File: src/hw/rtl/rbsc_pkg.sv
package rbsc_pkg;

	localparam int unsigned NODES_MONITORED = 3;
	localparam int unsigned CNT_W = $clog2(NODES_MONITORED + 1);

	localparam logic [2:0] ASP_UNKNOWN = 3'd0;
	localparam logic [2:0] ASP_RED     = 3'd1;
	localparam logic [2:0] ASP_YELLOW  = 3'd2;
	localparam logic [2:0] ASP_DYELLOW = 3'd3;
	localparam logic [2:0] ASP_GREEN   = 3'd4;

	localparam logic OP_AXLE = 1'b0;
	localparam logic OP_PKT  = 1'b1;

	typedef enum logic [1:0] {
		DIR_NONE   = 2'd0,
		DIR_LOWER  = 2'd1,
		DIR_HIGHER = 2'd2
	} dir_t;

	typedef enum logic [0:0] {
		REG_NODE_NUMBER = 1'b0,
		REG_TOTAL_NODES = 1'b1
	} cfg_reg_t;

	typedef logic [2:0][7:0] asp_arr_t;

endpackage

File: src/hw/rtl/rail_block_signal_controller_top.sv
// A request accepted into the input register moves on into the result register,
// which drives the outputs, once that register is empty or its result is taken.
// Throughput: one request per cycle while out_ready is high. While a result waits,
// the input register holds one more request; in_ready drops until the result is taken.
// Reset (arst_n low, asynchronous): both stages empty, aspect green, direction
// none, counters and neighbor aspects zero, node 1 of 2, partner node 2.
module rail_block_signal_controller_top
	import rbsc_pkg::*;
(
	input  logic       clk,
	input  logic       arst_n,
	input  logic       cfg_we,
	input  logic [0:0] cfg_index,
	input  logic [7:0] cfg_data,
	input  logic       in_valid,
	output logic       in_ready,
	input  logic       operation,
	input  logic       sensor_low,
	input  logic [7:0] pkt_src,
	input  logic [7:0] pkt_dst,
	input  logic [7:0] pkt_axles,
	input  logic [7:0] pkt_byte4,
	input  logic [7:0] pkt_byte5,
	input  logic [7:0] pkt_byte6,
	input  logic [7:0] pkt_byte7,
	input  logic [7:0] pkt_byte8,
	output logic       out_valid,
	input  logic       out_ready,
	output logic       accepted,
	output logic       ready_res,
	output logic [2:0] aspect,
	output logic [7:0] tx_partner,
	output logic [7:0] tx_axles,
	output logic [7:0] tx_prev2,
	output logic [7:0] tx_prev1,
	output logic [7:0] tx_prev0,
	output logic [2:0] tx_own,
	output logic [7:0] tx_next0,
	output logic [7:0] tx_next1,
	output logic [7:0] tx_next2
);

	// Input stage.
	logic       valid_s1;
	logic       op_s1;
	logic       sensor_s1;
	logic [7:0] src_s1, dst_s1, axles_s1;
	logic [7:0] b4_s1, b5_s1, b6_s1, b7_s1, b8_s1;

	// Result stage.
	logic       valid_s2;
	logic       accepted_s2, ready_s2;
	logic [2:0] aspect_s2, own_s2;
	logic [7:0] partner_s2, axles_s2;
	logic [7:0] prev2_s2, prev1_s2, prev0_s2, next0_s2, next1_s2, next2_s2;

	// Node state.
	logic [7:0] node_q, total_q, partner_q;
	logic [2:0] aspect_q;
	dir_t       dir_q;
	logic [7:0] axle_q, next_cnt_q, prev_cnt_q;
	asp_arr_t   next_asp_q, prev_asp_q;
	logic       ready_q;

	// Next-state and result values.
	logic [2:0] aspect_d;
	dir_t       dir_d;
	logic [7:0] axle_d, next_cnt_d, prev_cnt_d, partner_d;
	asp_arr_t   next_asp_d, prev_asp_d;
	logic       ready_d;
	logic       acc_d;
	logic [7:0] tx_partner_d, tx_axles_d;
	logic [7:0] tx_prev2_d, tx_prev1_d, tx_prev0_d, tx_next0_d, tx_next1_d, tx_next2_d;
	logic [2:0] tx_own_d;

	logic       advance;
	logic       has_next, has_prev, pkt_ok, present;
	logic [7:0] next_num, prev_num, cnt_inc, n_axles, n_sig;
	logic [8:0] diff;
	logic [CNT_W-1:0] before_cnt, after_cnt;

	logic [7:0] cfg_node, cfg_total;

	assign advance  = valid_s1 && (!valid_s2 || out_ready);
	assign in_ready = !valid_s1 || advance;

	assign has_next = node_q != total_q;
	assign has_prev = (node_q == total_q) || (node_q != 8'd1);
	assign next_num = node_q + 8'd1;
	assign prev_num = node_q - 8'd1;
	assign pkt_ok   = (op_s1 == OP_PKT) && (src_s1 == partner_q) && (dst_s1 == node_q);
	assign cnt_inc  = axle_q + {7'd0, sensor_s1};

	// Monitored neighbor counts, clamped to the window size.
	assign diff = {1'b0, total_q} - {1'b0, node_q};

	always_comb begin
		if (node_q == 8'd0) begin
			before_cnt = '0;
		end else if ({1'b0, node_q} > 9'(NODES_MONITORED)) begin
			before_cnt = CNT_W'(NODES_MONITORED);
		end else begin
			before_cnt = CNT_W'(node_q - 8'd1);
		end
		if (diff[8] || diff == 9'd0) begin
			after_cnt = '0;
		end else if (diff >= 9'(NODES_MONITORED)) begin
			after_cnt = CNT_W'(NODES_MONITORED);
		end else begin
			after_cnt = CNT_W'(diff);
		end
	end

	always_comb begin
		aspect_d     = aspect_q;
		dir_d        = dir_q;
		axle_d       = axle_q;
		next_cnt_d   = next_cnt_q;
		prev_cnt_d   = prev_cnt_q;
		next_asp_d   = next_asp_q;
		prev_asp_d   = prev_asp_q;
		partner_d    = partner_q;
		ready_d      = ready_q;
		acc_d        = 1'b0;
		tx_partner_d = '0;
		tx_axles_d   = '0;
		tx_prev2_d   = '0;
		tx_prev1_d   = '0;
		tx_prev0_d   = '0;
		tx_own_d     = '0;
		tx_next0_d   = '0;
		tx_next1_d   = '0;
		tx_next2_d   = '0;
		present      = 1'b0;
		n_axles      = '0;
		n_sig        = '0;

		if (op_s1 == OP_AXLE) begin
			axle_d = cnt_inc;
			if (aspect_q != ASP_RED) begin
				aspect_d = ASP_RED;
				priority if (node_q == 8'd1) begin
					// A lone node has nobody to compare against and keeps its direction.
					if (has_next) begin
						if (next_cnt_q > cnt_inc) begin
							dir_d = DIR_LOWER;
						end else if (next_cnt_q < cnt_inc) begin
							dir_d = DIR_HIGHER;
						end else begin
							dir_d = DIR_NONE;
						end
					end
				end else if (node_q == total_q) begin
					if (prev_cnt_q > cnt_inc) begin
						dir_d = DIR_HIGHER;
					end else if (prev_cnt_q < cnt_inc) begin
						dir_d = DIR_LOWER;
					end else begin
						dir_d = DIR_NONE;
					end
				end else begin
					if (prev_cnt_q > cnt_inc && next_cnt_q < cnt_inc) begin
						dir_d = DIR_HIGHER;
					end else if (prev_cnt_q < cnt_inc && next_cnt_q > cnt_inc) begin
						dir_d = DIR_LOWER;
					end else begin
						dir_d = DIR_NONE;
					end
				end
			end
		end else if (pkt_ok) begin
			if (has_next && partner_q == next_num) begin
				next_cnt_d = axles_s1;
				next_asp_d = {b8_s1, b7_s1, b6_s1};
			end else if (has_prev && partner_q == prev_num) begin
				prev_cnt_d = axles_s1;
				prev_asp_d = {b4_s1, b5_s1, b6_s1};
			end

			ready_d = 1'b1;
			for (int i = 0; i < NODES_MONITORED; i++) begin
				if (CNT_W'(i) < before_cnt && (!has_prev || prev_asp_d[i] == 8'd0)) begin
					ready_d = 1'b0;
				end
				if (CNT_W'(i) < after_cnt && (!has_next || next_asp_d[i] == 8'd0)) begin
					ready_d = 1'b0;
				end
			end

			acc_d        = 1'b1;
			tx_partner_d = partner_q;
			tx_axles_d   = axle_q;
			tx_own_d     = aspect_q;
			if (has_prev) begin
				tx_prev2_d = prev_asp_d[2];
				tx_prev1_d = prev_asp_d[1];
				tx_prev0_d = prev_asp_d[0];
			end
			if (has_next) begin
				tx_next0_d = next_asp_d[0];
				tx_next1_d = next_asp_d[1];
				tx_next2_d = next_asp_d[2];
			end

			// Middle nodes talk to both neighbors in turn.
			if (node_q > 8'd1 && node_q < total_q) begin
				partner_d = (partner_q == next_num) ? prev_num : next_num;
			end

			if (ready_d && (dir_q == DIR_HIGHER || dir_q == DIR_LOWER)) begin
				present = (dir_q == DIR_HIGHER) ? has_next : has_prev;
				n_axles = (dir_q == DIR_HIGHER) ? next_cnt_d : prev_cnt_d;
				n_sig   = (dir_q == DIR_HIGHER) ? next_asp_d[0] : prev_asp_d[0];
				if (aspect_q == ASP_GREEN) begin
					dir_d = DIR_NONE;
				end else if (present) begin
					if (aspect_q == ASP_RED) begin
						if (axle_q == n_axles) begin
							aspect_d = ASP_YELLOW;
							axle_d   = '0;
						end
					end else if (aspect_q == ASP_YELLOW) begin
						if (n_sig == {5'd0, ASP_YELLOW}) begin
							aspect_d = ASP_DYELLOW;
						end
					end else if (aspect_q == ASP_DYELLOW) begin
						if (n_sig == {5'd0, ASP_DYELLOW}) begin
							aspect_d = ASP_GREEN;
						end
					end
				end
			end
		end
	end

	// Register values after a configuration write, used to re-derive the partner.
	always_comb begin
		cfg_node  = node_q;
		cfg_total = total_q;
		unique case (cfg_reg_t'(cfg_index))
			REG_NODE_NUMBER: cfg_node  = cfg_data;
			REG_TOTAL_NODES: cfg_total = cfg_data;
		endcase
	end

	always_ff @(posedge clk or negedge arst_n) begin
		if (!arst_n) begin
			valid_s1 <= 1'b0;
			valid_s2 <= 1'b0;
		end else begin
			if (in_ready) begin
				valid_s1 <= in_valid;
			end
			if (advance) begin
				valid_s2 <= 1'b1;
			end else if (out_ready) begin
				valid_s2 <= 1'b0;
			end
		end
	end

	always_ff @(posedge clk) begin
		if (in_ready && in_valid) begin
			op_s1     <= operation;
			sensor_s1 <= sensor_low;
			src_s1    <= pkt_src;
			dst_s1    <= pkt_dst;
			axles_s1  <= pkt_axles;
			b4_s1     <= pkt_byte4;
			b5_s1     <= pkt_byte5;
			b6_s1     <= pkt_byte6;
			b7_s1     <= pkt_byte7;
			b8_s1     <= pkt_byte8;
		end
		if (advance) begin
			accepted_s2 <= acc_d;
			ready_s2    <= ready_d;
			aspect_s2   <= aspect_d;
			partner_s2  <= tx_partner_d;
			axles_s2    <= tx_axles_d;
			prev2_s2    <= tx_prev2_d;
			prev1_s2    <= tx_prev1_d;
			prev0_s2    <= tx_prev0_d;
			own_s2      <= tx_own_d;
			next0_s2    <= tx_next0_d;
			next1_s2    <= tx_next1_d;
			next2_s2    <= tx_next2_d;
		end
	end

	always_ff @(posedge clk or negedge arst_n) begin
		if (!arst_n) begin
			node_q     <= 8'd1;
			total_q    <= 8'd2;
			partner_q  <= 8'd2;
			aspect_q   <= ASP_GREEN;
			dir_q      <= DIR_NONE;
			axle_q     <= '0;
			next_cnt_q <= '0;
			prev_cnt_q <= '0;
			next_asp_q <= '0;
			prev_asp_q <= '0;
			ready_q    <= 1'b0;
		end else begin
			if (advance) begin
				aspect_q   <= aspect_d;
				dir_q      <= dir_d;
				axle_q     <= axle_d;
				next_cnt_q <= next_cnt_d;
				prev_cnt_q <= prev_cnt_d;
				next_asp_q <= next_asp_d;
				prev_asp_q <= prev_asp_d;
				ready_q    <= ready_d;
			end
			if (cfg_we) begin
				node_q    <= cfg_node;
				total_q   <= cfg_total;
				partner_q <= (cfg_node != cfg_total) ? cfg_node + 8'd1 : cfg_node - 8'd1;
			end else if (advance) begin
				partner_q <= partner_d;
			end
		end
	end

	assign out_valid  = valid_s2;
	assign accepted   = accepted_s2;
	assign ready_res  = ready_s2;
	assign aspect     = aspect_s2;
	assign tx_partner = partner_s2;
	assign tx_axles   = axles_s2;
	assign tx_prev2   = prev2_s2;
	assign tx_prev1   = prev1_s2;
	assign tx_prev0   = prev0_s2;
	assign tx_own     = own_s2;
	assign tx_next0   = next0_s2;
	assign tx_next1   = next1_s2;
	assign tx_next2   = next2_s2;

`ifndef SYNTHESIS
	a_aspect_range: assert property (@(posedge clk) disable iff (!arst_n)
		aspect_q >= ASP_RED && aspect_q <= ASP_GREEN)
		else $error("aspect state left the red to green range");

	a_axle_forces_red: assert property (@(posedge clk) disable iff (!arst_n)
		advance && op_s1 == OP_AXLE |=> aspect_q == ASP_RED)
		else $error("axle request did not force the aspect to red");

	a_reject_clean: assert property (@(posedge clk) disable iff (!arst_n)
		valid_s2 && !accepted_s2 |-> partner_s2 == 8'd0 && axles_s2 == 8'd0 && own_s2 == 3'd0)
		else $error("non-reply result carries reply bytes");

	a_partner_hold: assert property (@(posedge clk) disable iff (!arst_n)
		advance && !pkt_ok && !cfg_we |=> $stable(partner_q))
		else $error("partner changed without an accepted packet");
`endif

endmodule

File: config.mk
export PLATFORM = sky130hd
export DESIGN_NAME = rail_block_signal_controller_top
export DESIGN_NICKNAME = d
export VERILOG_FILES = /design/src/hw/rtl/rbsc_pkg.sv /design/src/hw/rtl/rail_block_signal_controller_top.sv
export SDC_FILE = /design/constraint.sdc
export NUM_CORES = 1
export LEC_CHECK = 0
export ABC_AREA = 1
export BUFFER_PORTS_ARGS = -buffer_cell sky130_fd_sc_hd__buf_2
export CAP_MARGIN = 15
export CORE_AREA = 2 2 194 196
export CTS_CLUSTER_SIZE = 12
export DETAILED_ROUTE_END_ITERATION = 16
export DIE_AREA = 0 0 196 198
export GPL_ROUTABILITY_DRIVEN = 0
export HOLD_SLACK_MARGIN = 0.12
export PLACE_DENSITY_LB_ADDON = 0.1
export SYNTH_ARGS = -nofsm -noshare
export SYNTH_HDL_FRONTEND = slang
export SYNTH_SLANG_ARGS = --single-unit
File: constraint.sdc
create_clock -name clk -period 3.77 [get_ports clk]
set_input_delay 0.1885 -clock clk [delete_from_list [all_inputs] [get_ports clk]]
set_output_delay 0.1885 -clock clk [all_outputs]
set_load 0.03 [all_outputs]
### Yosys cells after proc, flatten, opt, wreduce, memory -nomap -nowiden

Cells that the tools add are included.

* equality and inequality tests: 27
* $add $sub $neg: 6
* multiplexer cells: 76
* order comparisons: 14
* reductions and logical operators: 52

Operators by type and width (count)
* 8-bit two-way mux: 25
* 24-bit two-way mux: 7
* 8-bit zero test: 7
* 8-bit == test: 6
* 3-bit two-way mux: 12
* 2-bit two-way mux: 16
* 8-bit less-than comparator: 3
* 8-bit by 1-bit adder with 8-bit output (second input constant): 2
* 8-bit by 2-bit == test with 1-bit output (second input constant): 2
* 8-bit > comparator: 2
* 1-bit logical AND: 16
* 1-bit two-way mux: 16
* 8-bit inequality test: 2
* 8-bit by 1-bit subtractor with 8-bit output (second input constant): 2
* 2-bit by 1-bit inequality test with 1-bit output (second input constant): 6
* 2-bit nonzero test: 6
* 1-bit logical OR: 11
* 9-bit by 2-bit >= comparator with 1-bit output (second input constant): 1
* 9-bit zero test: 1
* 3-bit AND reduction: 3
* 8-bit by 8-bit subtractor with 9-bit output: 1
* 8-bit by 1-bit adder with 8-bit output: 1
* 8-bit by 1-bit == test with 1-bit output (second input constant): 1
* 8-bit by 1-bit > comparator with 1-bit output (second input constant): 1
* other kinds (17): 25

* output and inout bits: 74
* word-level logic and storage cells: 214
* flip-flop bits (word level): 242

### Longest topological paths before layout

Gate-level depths: netlist of run 1.

* depth in word-level cells: 22
* gate-level depth with buffers: 27

### Least setup slack after synthesis of run 1

Ideal clock, no wire load.

* path kind: register to register
* start point: reg node_q[0]
* end point: reg partner_q[7]
* setup time: 129 ps
* required time: 3641 ps
* arrival: 3183 ps
* cell stages (with the launch flop): 26
* slack: 458 ps
* path through: dfstp_2 buf_4 inv_2 nand2_1 o21ai_0 xnor2_1 nand2_1 nor3_1 nand2_1 inv_1 ha_1 nand2_1 nor2_1 a211oi_1 nor2_1 nor2_1 inv_1 a21oi_1 or2_2 nand2_1 a21oi_1 nand2_1 nand2_1 o21ai_0 nand2_1 o21ai_0

* longest elaborated chain between the ends: 8

Ends and longest elaborated chain
* start: declaration: RTL line rail_block_signal_controller_top.sv:58 `logic [7:0] node_q, total_q, partner_q;`
* start signal: assignment: RTL line rail_block_signal_controller_top.sv:316 `node_q <= cfg_node;`
* 8-bit by 1-bit adder with 8-bit output: RTL line rail_block_signal_controller_top.sv:89 `assign next_num = node_q + 8'd1;`
* 8-bit == test: RTL line rail_block_signal_controller_top.sv:207 `partner_d = (partner_q == next_num) ? prev_num : next_num;`
* 8-bit two-way mux: RTL line rail_block_signal_controller_top.sv:207
* 8-bit two-way mux: RTL line rail_block_signal_controller_top.sv:206 `if (node_q > 8'd1 && node_q < total_q) begin`
* 8-bit two-way mux: RTL line rail_block_signal_controller_top.sv:171 `end else if (pkt_ok) begin`
* 8-bit two-way mux: RTL line rail_block_signal_controller_top.sv:138 `if (op_s1 == OP_AXLE) begin`
* 8-bit two-way mux: RTL line rail_block_signal_controller_top.sv:319 `end else if (advance) begin`
* 8-bit two-way mux: RTL line rail_block_signal_controller_top.sv:315 `if (cfg_we) begin`
* end signal: assignment: RTL line rail_block_signal_controller_top.sv:318 `partner_q <= (cfg_node != cfg_total) ? cfg_node + 8'd1 : cfg_node - 8'd1;`
* end signal: assignment: RTL line rail_block_signal_controller_top.sv:320 `partner_q <= partner_d;`
* end: declaration: RTL line rail_block_signal_controller_top.sv:58

Several ways; a longest one is shown, not always the timed one. The select of a mux whose other input is x is not followed.
A chain may end at the register's enable or synchronous reset.

### Worst setup path after layout of run 1

* start point: reg node_q[0]
* end point: reg aspect_s2[1], in the netlist aspect[1] (data pin)

* longest elaborated chain between the ends: 22

Ends and longest elaborated chain
* 8-bit by 1-bit subtractor with 8-bit output, or another cell as far along: RTL line rail_block_signal_controller_top.sv:103 `before_cnt = CNT_W'(node_q - 8'd1);`
* 8-bit == test / 1-bit logical OR (equally long branches): RTL line rail_block_signal_controller_top.sv:175, rail_block_signal_controller_top.sv:88
* 1-bit logical AND: RTL line rail_block_signal_controller_top.sv:175 `end else if (has_prev && partner_q == prev_num) begin`
* 24-bit two-way mux: RTL line rail_block_signal_controller_top.sv:175
* 24-bit two-way mux: RTL line rail_block_signal_controller_top.sv:172 `if (has_next && partner_q == next_num) begin`
* 24-bit two-way mux: RTL line rail_block_signal_controller_top.sv:171
* 24-bit two-way mux: RTL line rail_block_signal_controller_top.sv:138
* 8-bit zero test: RTL line rail_block_signal_controller_top.sv:182 `if (CNT_W'(i) < before_cnt && (!has_prev || prev_asp_d[i] == 8'd0)) begin`
* [... 7 more ...]
* 1-bit two-way mux: RTL line rail_block_signal_controller_top.sv:185 `if (CNT_W'(i) < after_cnt && (!has_next || next_asp_d[i] == 8'd0)) begin`
* 1-bit two-way mux: RTL line rail_block_signal_controller_top.sv:171
* 1-bit two-way mux: RTL line rail_block_signal_controller_top.sv:138
* 1-bit logical AND: RTL line rail_block_signal_controller_top.sv:210 `if (ready_d && (dir_q == DIR_HIGHER || dir_q == DIR_LOWER)) begin`
* 3-bit two-way mux: RTL line rail_block_signal_controller_top.sv:210
* 3-bit two-way mux (*): RTL line rail_block_signal_controller_top.sv:171
* 3-bit two-way mux (*): RTL line rail_block_signal_controller_top.sv:138
* named net aspect_d[1]: RTL line rail_block_signal_controller_top.sv:66 `logic [2:0] aspect_d;`
* end signal: assignment: RTL line rail_block_signal_controller_top.sv:278 `aspect_s2 <= aspect_d;`
* end: declaration: RTL line rail_block_signal_controller_top.sv:53 `logic [2:0] aspect_s2, own_s2;`

Mark *: on every way through the listed nets, which the timed path passes. The rest lies on a longest branch. The select of a mux whose other input is x is not followed.

==> metrics.md, run 1 <==
| Metric | Value |
|---|---|
| Status | `completed` |
| CP endpoint kind | `flop` |
| Avg Inst Size Synth | `8.777 um^2` |
| Die Y-Extent | `198 um` |
| Clock transition at path regs | `60 ps` |
| Sequential area share after synthesis | `53.16%` |
| Final WL | `36590 um` |
| DP Wirelength | `26180 um` |
| Hold WS | `198.4 ps` |
| Crit start category | `flop` |
| Worst setup path startpoint | `node_q[0]` |
| I/O Pins | `154` |
| Vias in the first global route | `10.19k` |
| Cells along the critical path | `inv_2, ha_1, xor2_1, o21ai_0, inv_1, nand3b_4, nor2_4, buf_12, nand3_4, nand2_1, nand2_1, o21ai_0, nand2_1, nor2_1, nand4_1, o21ai_0, nand2_1, nand2_1, o21ai_1` |
| Crit Reg-Reg Endpoint | `aspect[1]` |
| Max Cap Viol | `0` |
| CTS sink count | `242` |
| Pre-antenna DRT Iters | `7` |
| DR WL/cell | `16.59 um` |
| Reg2reg start | `node_q[0]` |
| DRC Markers | `0` |
| Tot GR Track Use | `18.89%` |
| Total leakage power | `0.007298 uW` |
| Layout cells sized above 1 | `18.07%` |
| Clock Tree Buf Depth | `3` |
| Vias after detailed routing | `10.52k` |
| Antenna violations before repair | `0` |
| CTS tree | `done` |
| Commonest cells after routing, fill and taps aside | `nand2_1 (400), buf_2 (152), inv_1 (147)` |
| RSZ-0062 raised after global routing | `true` |
| Root cell of the clock tree | `clkbuf_16` |
| Tightest Pin Transition | `994.6 ps` |
| Nets | `1829` |
| Final instance area | `16000 um^2` |
| H-tree Lvls | `1` |
| Count of cell types in the netlist | `53` |
| Fmax | `286.3 MHz` |
| Worst vdd ir | `0.3220 mV` |
| WP data required | `4070 ps` |
| Global-route wire length before repair | `57130 um` |
| Die X | `196 um` |
| Worst rel slew slack | `33.69%` |
| Global route overflow | `0` |
| Critical-path top delay cell | `dfstp_2` |
| Finish-stage setup viols | `0` |
| Reg-to-reg setup timing slack | `280 ps` |
| Syn. warnings | `0` |
| Data arrival time of the critical path | `3800 ps` |
| Core area | `36960 um^2` |
| Critical path endpoint | `aspect[1]` |
| Seq cells post-synth | `242` |
| Cell count after placement | `2067` |
| Largest net degree at the start of global routing | `111` |
| Switching power | `2379 uW` |
| Power share of the combinational group | `22.6%` |
| Cts bufs inserted | `28` |
| Sequential share of power | `42.0%` |
| Worst Reg-to-Reg Cells | `19` |
| Post-route ant nets | `0` |
| Mapped Area | `12700 um^2` |
| Biggest regs | `next_asp_q: 24 flops, prev_asp_q: 24 flops` |
| Synth Instances | `1447` |
| Clk pwr share | `35.3%` |
| Max Transition Viols Final | `0` |
| Commonest non-fill, non-tap cell in the layout | `nand2_1` |
| Crit-path max FO | `12` |
| Die area | `38810 um^2` |
| Worst Hold Class | `in -> reg` |
| DR iter-0 viols | `650` |
| Syn_nets | `1566` |
| Power Internal | `5235 uW` |
| Crit path kind | `reg -> reg` |
| Crit path time final | `3493 ps` |
| Vias per inst | `4.768` |
| I/O Buffers | `153` |
| P per Cell Area | `475.9 nW/um^2` |
| Area after DPL | `14140 um^2` |
| Setup Skew | `21.20 ps` |
| Area growth from synthesis to layout | `25.99%` |
| Worst-Skew Late Latency | `570 ps` |
| PnR Total Power | `7615 uW` |
| Fin cells | `2206` |
| Crit-path max cell delay | `580 ps` |
| Fin crit share | `92.64%` |
| CP most frequent cell | `nand2_1` |
| Final core occ | `43.30%` |
| Switching power share of the total | `31.25%` |
| Final hold viol count | `0` |
| Placement row count | `71` |
| Ant. Diodes | `0` |
| Starting density of the core | `34.37%` |
## critical path: cells and delay by family (launching register included)
kind / cells / cell delay (ps)
DFF: 1 / 580
AOI/OAI and AO/OA: 4 / 650
and+or+nand+nor: 10 / 1170
adders and majority gates: 1 / 340
buffers and inverters: 3 / 320
xor gates and xnor gates: 1 / 190
## synth_stat cells (all sizes together)
cell type  count  area [um^2]
edfxtp       138         4144
buf           24        172.7
a211oi         5        37.54
nor2         140        568.0
xnor2          7        68.82
o21ai        155        775.7
a22o           1        8.760
dfstp          4        105.1
and2           1        6.260
o211ai         5        47.54
ha            37        462.9
clkbuf        28        105.1
or2           15        93.84
nand2        411         1570
xnor3          1        22.52
a31oi          2        12.51
xor2          24        210.2
a221oi         1        8.760
o31ai          1        7.510
nor4           6        37.54
mux2i          7        70.07
o2111a         1        11.26
nor3          13        70.07
nand3b         2        27.53
o21a           2        15.01
o221ai         2        17.52
a21boi         1        7.510
inv          157        589.3
clkinv         5        18.77
nand4         43        284.0
fa             2        40.04
nand3         71        395.4
o2111ai        2        17.52
a21oi         33        168.9
dfrtp        100         2502
## routing by layer
metal / track usage (%) / wire length, um
met5: 0.3831 / 0
met4: 5.864 / 1027
met3: 3.066 / 1453
met2: 31.25 / 17000
met1: 25.44 / 17100
## how the worst min path moves through the flow
stage                     depth (start not counted)        endpoint  slack, ps       from
after detailed placement                          1  prev_asp_q[18]        280     arst_n
after floorplan                                   0     aspect_q[0]       -110     arst_n
final                                             3      total_q[6]        200  cfg_index
after global placement                            1  prev_asp_q[18]        280     arst_n
after CTS                                         3      total_q[6]        170  cfg_index
after global routing                              3      total_q[5]        220  cfg_index
## logic make-up (layout without fill, tap and decap cells)
group           after synthesis  count (layout)  synth area share, %
fa+ha+maj                    39              39                3.960
flops                       242             242                53.16
simple gates                702             704                24.04
buf+inv                     214             497                6.975
compound gates              211             211                8.945
mux                           7               7               0.5517
xor+xnor                     32              32                2.374
## layout make-up
cell class	count	area (um^2)
Sequential cell	242	6751
Timing Repair Buffer	283	1998
Inverter	162	611.8
Tap cell	474	593.1
Multi-Input combinational cell	993	5142
Clock inverter	6	96.34
Fill cell	3703	20950
Clock buffer	46	808.3
## what timing repair did
item	in CTS	in global routing
hold endpoints to repair	128	0
hold buffers	80	0
resized for setup	0	23
endpoints found under the setup margin	0	19
buffers inserted	0	5
## through the flow
stage / TNS (ps) / setup WS (ps)
after floorplan: 0 / 457.6
after global placement: 0 / 70.99
after detailed placement: 0 / 101.4
after CTS: 0 / 107.9
after global routing: -0.9477 / -0.9477
final: 0 / 277.4
## power groups by stage
stage | clock (uW) | sequential [uW] | combinational, uW
after floorplan | 0 | 3400 | 924
after global placement | 0 | 3250 | 1630
after detailed placement | 0 | 3250 | 1630
after CTS | 2780 | 3200 | 1700
after global routing | 2880 | 3230 | 1920
final | 2690 | 3200 | 1720
No activity file was read; power rests on OpenSTA's default activity.
==> inputs of run 2 (changes only) <==
- CORE_AREA: 2 2 194 196 -> 2 2 155 157
- DIE_AREA: 0 0 196 198 -> 0 0 157 159
==> run 2 against run 1 <==
Effect of this change:
- count of clock-buffer cells in the layout down 5
- non-clock buffer count fell by 11
- sequential power about the same
- largest power group unchanged
- wire length shrank 12%
- die area shrank 36%
- via count increased by 1.2%
- first-iteration DRC count rose by 26%
==> metrics.md, run 2 (synthesis gave the netlist of run 1 again) <==
| Metric | Value |
|---|---|
| Status | `completed (unchanged)` |
| Cell count after placement | `1900 (was 2067)` |
| Reg-to-reg setup timing slack | `300 ps (was 280 ps)` |
| Ant. Diodes | `0 (unchanged)` |
| I/O Pins | `154 (unchanged)` |
| Starting density of the core | `54.76% (was 34.37%)` |
| Sequential share of power | `42.2% (was 42.0%)` |
| CP endpoint kind | `flop (unchanged)` |
| Global route overflow | `0 (unchanged)` |
| Fmax | `288.2 MHz (was 286.3 MHz)` |
| Area after DPL | `13900 um^2 (was 14140 um^2)` |
| Crit start category | `flop (unchanged)` |
| Die X | `157 um (was 196 um)` |
| Vias in the first global route | `10.17k (was 10.19k)` |
| H-tree Lvls | `1 (unchanged)` |
| Max Transition Viols Final | `0 (unchanged)` |
| Fin crit share | `92.03% (was 92.64%)` |
| Power Internal | `5311 uW (was 5235 uW)` |
| Layout cells sized above 1 | `17.53% (was 18.07%)` |
| Final WL | `32160 um (was 36590 um)` |
| Root cell of the clock tree | `clkbuf_16 (unchanged)` |
| Worst setup margin | `300.3 ps (was 277.4 ps)` |
| Die area | `24960 um^2 (was 38810 um^2)` |
| CTS tree | `done (unchanged)` |
| WP data required | `4050 ps (was 4070 ps)` |
| Reg2reg start | `node_q[0] (unchanged)` |
| Clock transition at path regs | `60 ps (about the same)` |
| DR iter-0 viols | `817 (was 650)` |
| Placement row count | `56 (was 71)` |
| DRC Markers | `0 (unchanged)` |
| I/O Buffers | `153 (unchanged)` |
| Commonest non-fill, non-tap cell in the layout | `nand2_1 (unchanged)` |
| CTS sink count | `242 (unchanged)` |
| DP Wirelength | `22460 um (was 26180 um)` |
| Hold_sp | `cfg_index (unchanged)` |
| Tot GR Track Use | `25.61% (was 18.89%)` |
| Cts bufs inserted | `27 (was 28)` |
| Finish-stage setup viols | `0 (unchanged)` |
| # fillers | `1860 (was 3703)` |
| Fin cells | `2036 (was 2206)` |
| Worst-Skew Late Latency | `540 ps (was 570 ps)` |
| Setup Skew | `18.31 ps (was 21.20 ps)` |
| Crit-path max FO | `24 (was 12)` |
| Pre-antenna DRT Iters | `7 (unchanged)` |
| Commonest cells after routing, fill and taps aside | `nand2_1 (403), buf_2 (152), inv_1 (147) (was nand2_1 (400), buf_2 (152), inv_1 (147))` |
| Data arrival time of the critical path | `3750 ps (was 3800 ps)` |
| Post-route ant nets | `0 (unchanged)` |
| Hold path cells | `3 (unchanged)` |
| Total leakage power | `0.007271 uW (was 0.007298 uW)` |
| Vias after detailed routing | `10.65k (was 10.52k)` |
| Setup WS pre-CTS | `143.5 ps (was 101.4 ps)` |
| Antenna violations before repair | `0 (unchanged)` |
| Max Cap Viol | `0 (unchanged)` |
| Worst setup path startpoint | `node_q[0] (unchanged)` |
| Final hold viol count | `0 (unchanged)` |
| DR WL/cell | `15.80 um (was 16.59 um)` |
| Crit path time final | `3470 ps (was 3493 ps)` |
| Worst rel slew slack | `40.57% (was 33.69%)` |
| Vias per inst | `5.230 (was 4.768)` |
| Area growth from synthesis to layout | `23.91% (was 25.99%)` |
| Nets | `1816 (was 1829)` |
| Core area | `23190 um^2 (was 36960 um^2)` |
| Final instance area | `15740 um^2 (was 16000 um^2)` |
| Worst Reg-to-Reg Cells | `21 (was 19)` |
| Clock Tree Buf Depth | `3 (unchanged)` |
| Die Y-Extent | `159 um (was 198 um)` |
| Largest net degree at the start of global routing | `79 (was 111)` |
| Hold WS | `258.9 ps (was 198.4 ps)` |
| Worst Hold Endpoint | `total_q[4] (was total_q[6])` |
| Global-route wire length before repair | `51120 um (was 57130 um)` |
| P per Cell Area | `482.1 nW/um^2 (was 475.9 nW/um^2)` |
| Worst Hold Class | `in -> reg (unchanged)` |
| Power share of the combinational group | `22.0% (was 22.6%)` |
| Worst vdd ir | `0.3083 mV (was 0.3220 mV)` |
| Crit Reg-Reg Endpoint | `aspect[2] (was aspect[1])` |
| Biggest regs | `next_asp_q: 24 flops, prev_asp_q: 24 flops (unchanged)` |
| Switching power | `2276 uW (was 2379 uW)` |
| Tightest Pin Transition | `889.3 ps (was 994.6 ps)` |
| Crit path kind | `reg -> reg (unchanged)` |
| Clk pwr share | `35.8% (was 35.3%)` |
| Switching power share of the total | `30.00% (was 31.25%)` |
[run 2: changes by cell type in the layout (fill, tap and decap cells not counted), sizes merged]
cell,delta
buf,-11
bufinv,+1
clkbuf,-5
clkinv,+2
clkinvlp,-2
inv,+1
nand3,-2
nand4,+1
[run 2: final cells by class]
type	instances	area, um^2	area share (%)
sequential	242	6753	42.91
multi-input combinational	992	5131	32.60
timing repair buffer	272	1912	12.15
clock buffer	41	809.5	5.144
inverter	162	611.8	3.888
tap	319	399.1	2.536
clock inverter	8	121.4	0.7712
[run 2: repair_timing]
action                                  CTS  global route
hold buffers                             80             0
gates resized for setup                   0            20
setup buffers                             0             6
endpoints found under the setup margin    0            18
endpoints found under the hold margin   134             0
[run 2: per-layer routing]
metal  global-route usage, %  up-vias  wire, um  part of all wire [%]
met3                   3.756       74      1786                   5.6
met4                   8.007        0      1084                   3.4
met1                   34.18     4937     13570                    42
li1                        -     5302         -                     -
met5                       0        -         0                     0
met2                   43.24      336     15720                    49
[run 2: power groups by stage]
stage | Combinational [uW] | Sequential [uW] | Clock [uW]
after floorplan | 924 | 3400 | 0
after global placement | 1540 | 3240 | 0
after detailed placement | 1560 | 3250 | 0
after CTS | 1640 | 3200 | 2760
after global routing | 1850 | 3220 | 2870
final | 1670 | 3200 | 2710
[run 2: critical path, cell delays in order (launching register included)]
cell	delay (ps)
dfstp_2	600
inv_2	130
ha_4	310
xor2_2	170
o21ai_0	130
inv_1	110
nand3b_4	80
nor2_4	140
nand3_4	150
buf_12	210
o21ai_1	200
nand2_1	130
nor2_1	100
nand2_1	110
nand2_1	80
nand2_1	50
nand2_1	130
inv_2	70
nand3_1	120
nor2_1	50
nand2_1	80
a21oi_1	60
[run 2: how the worst max path moves through the flow]
stage | endpoint | slack, ps
2_1_floorplan | partner_q[7] | 460
3_3_place_gp | partner_q[7] | 150
3_5_place_dp | partner_q[7] | 140
4_1_cts | axle_q[5] | 130
5_1_grt | partner_q[7] | -10
6_report | aspect[2] | 300
[run 2: per-stage QoR]
stage	total power, uW	setup TNS [ps]	util [%]
final	7587	0	67.86
after global routing	7933	-11.42	67.86
after CTS	7593	0	67.39
after detailed placement	4810	0	59.92
after global placement	4783	0	59.92
after floorplan	4322	0	-
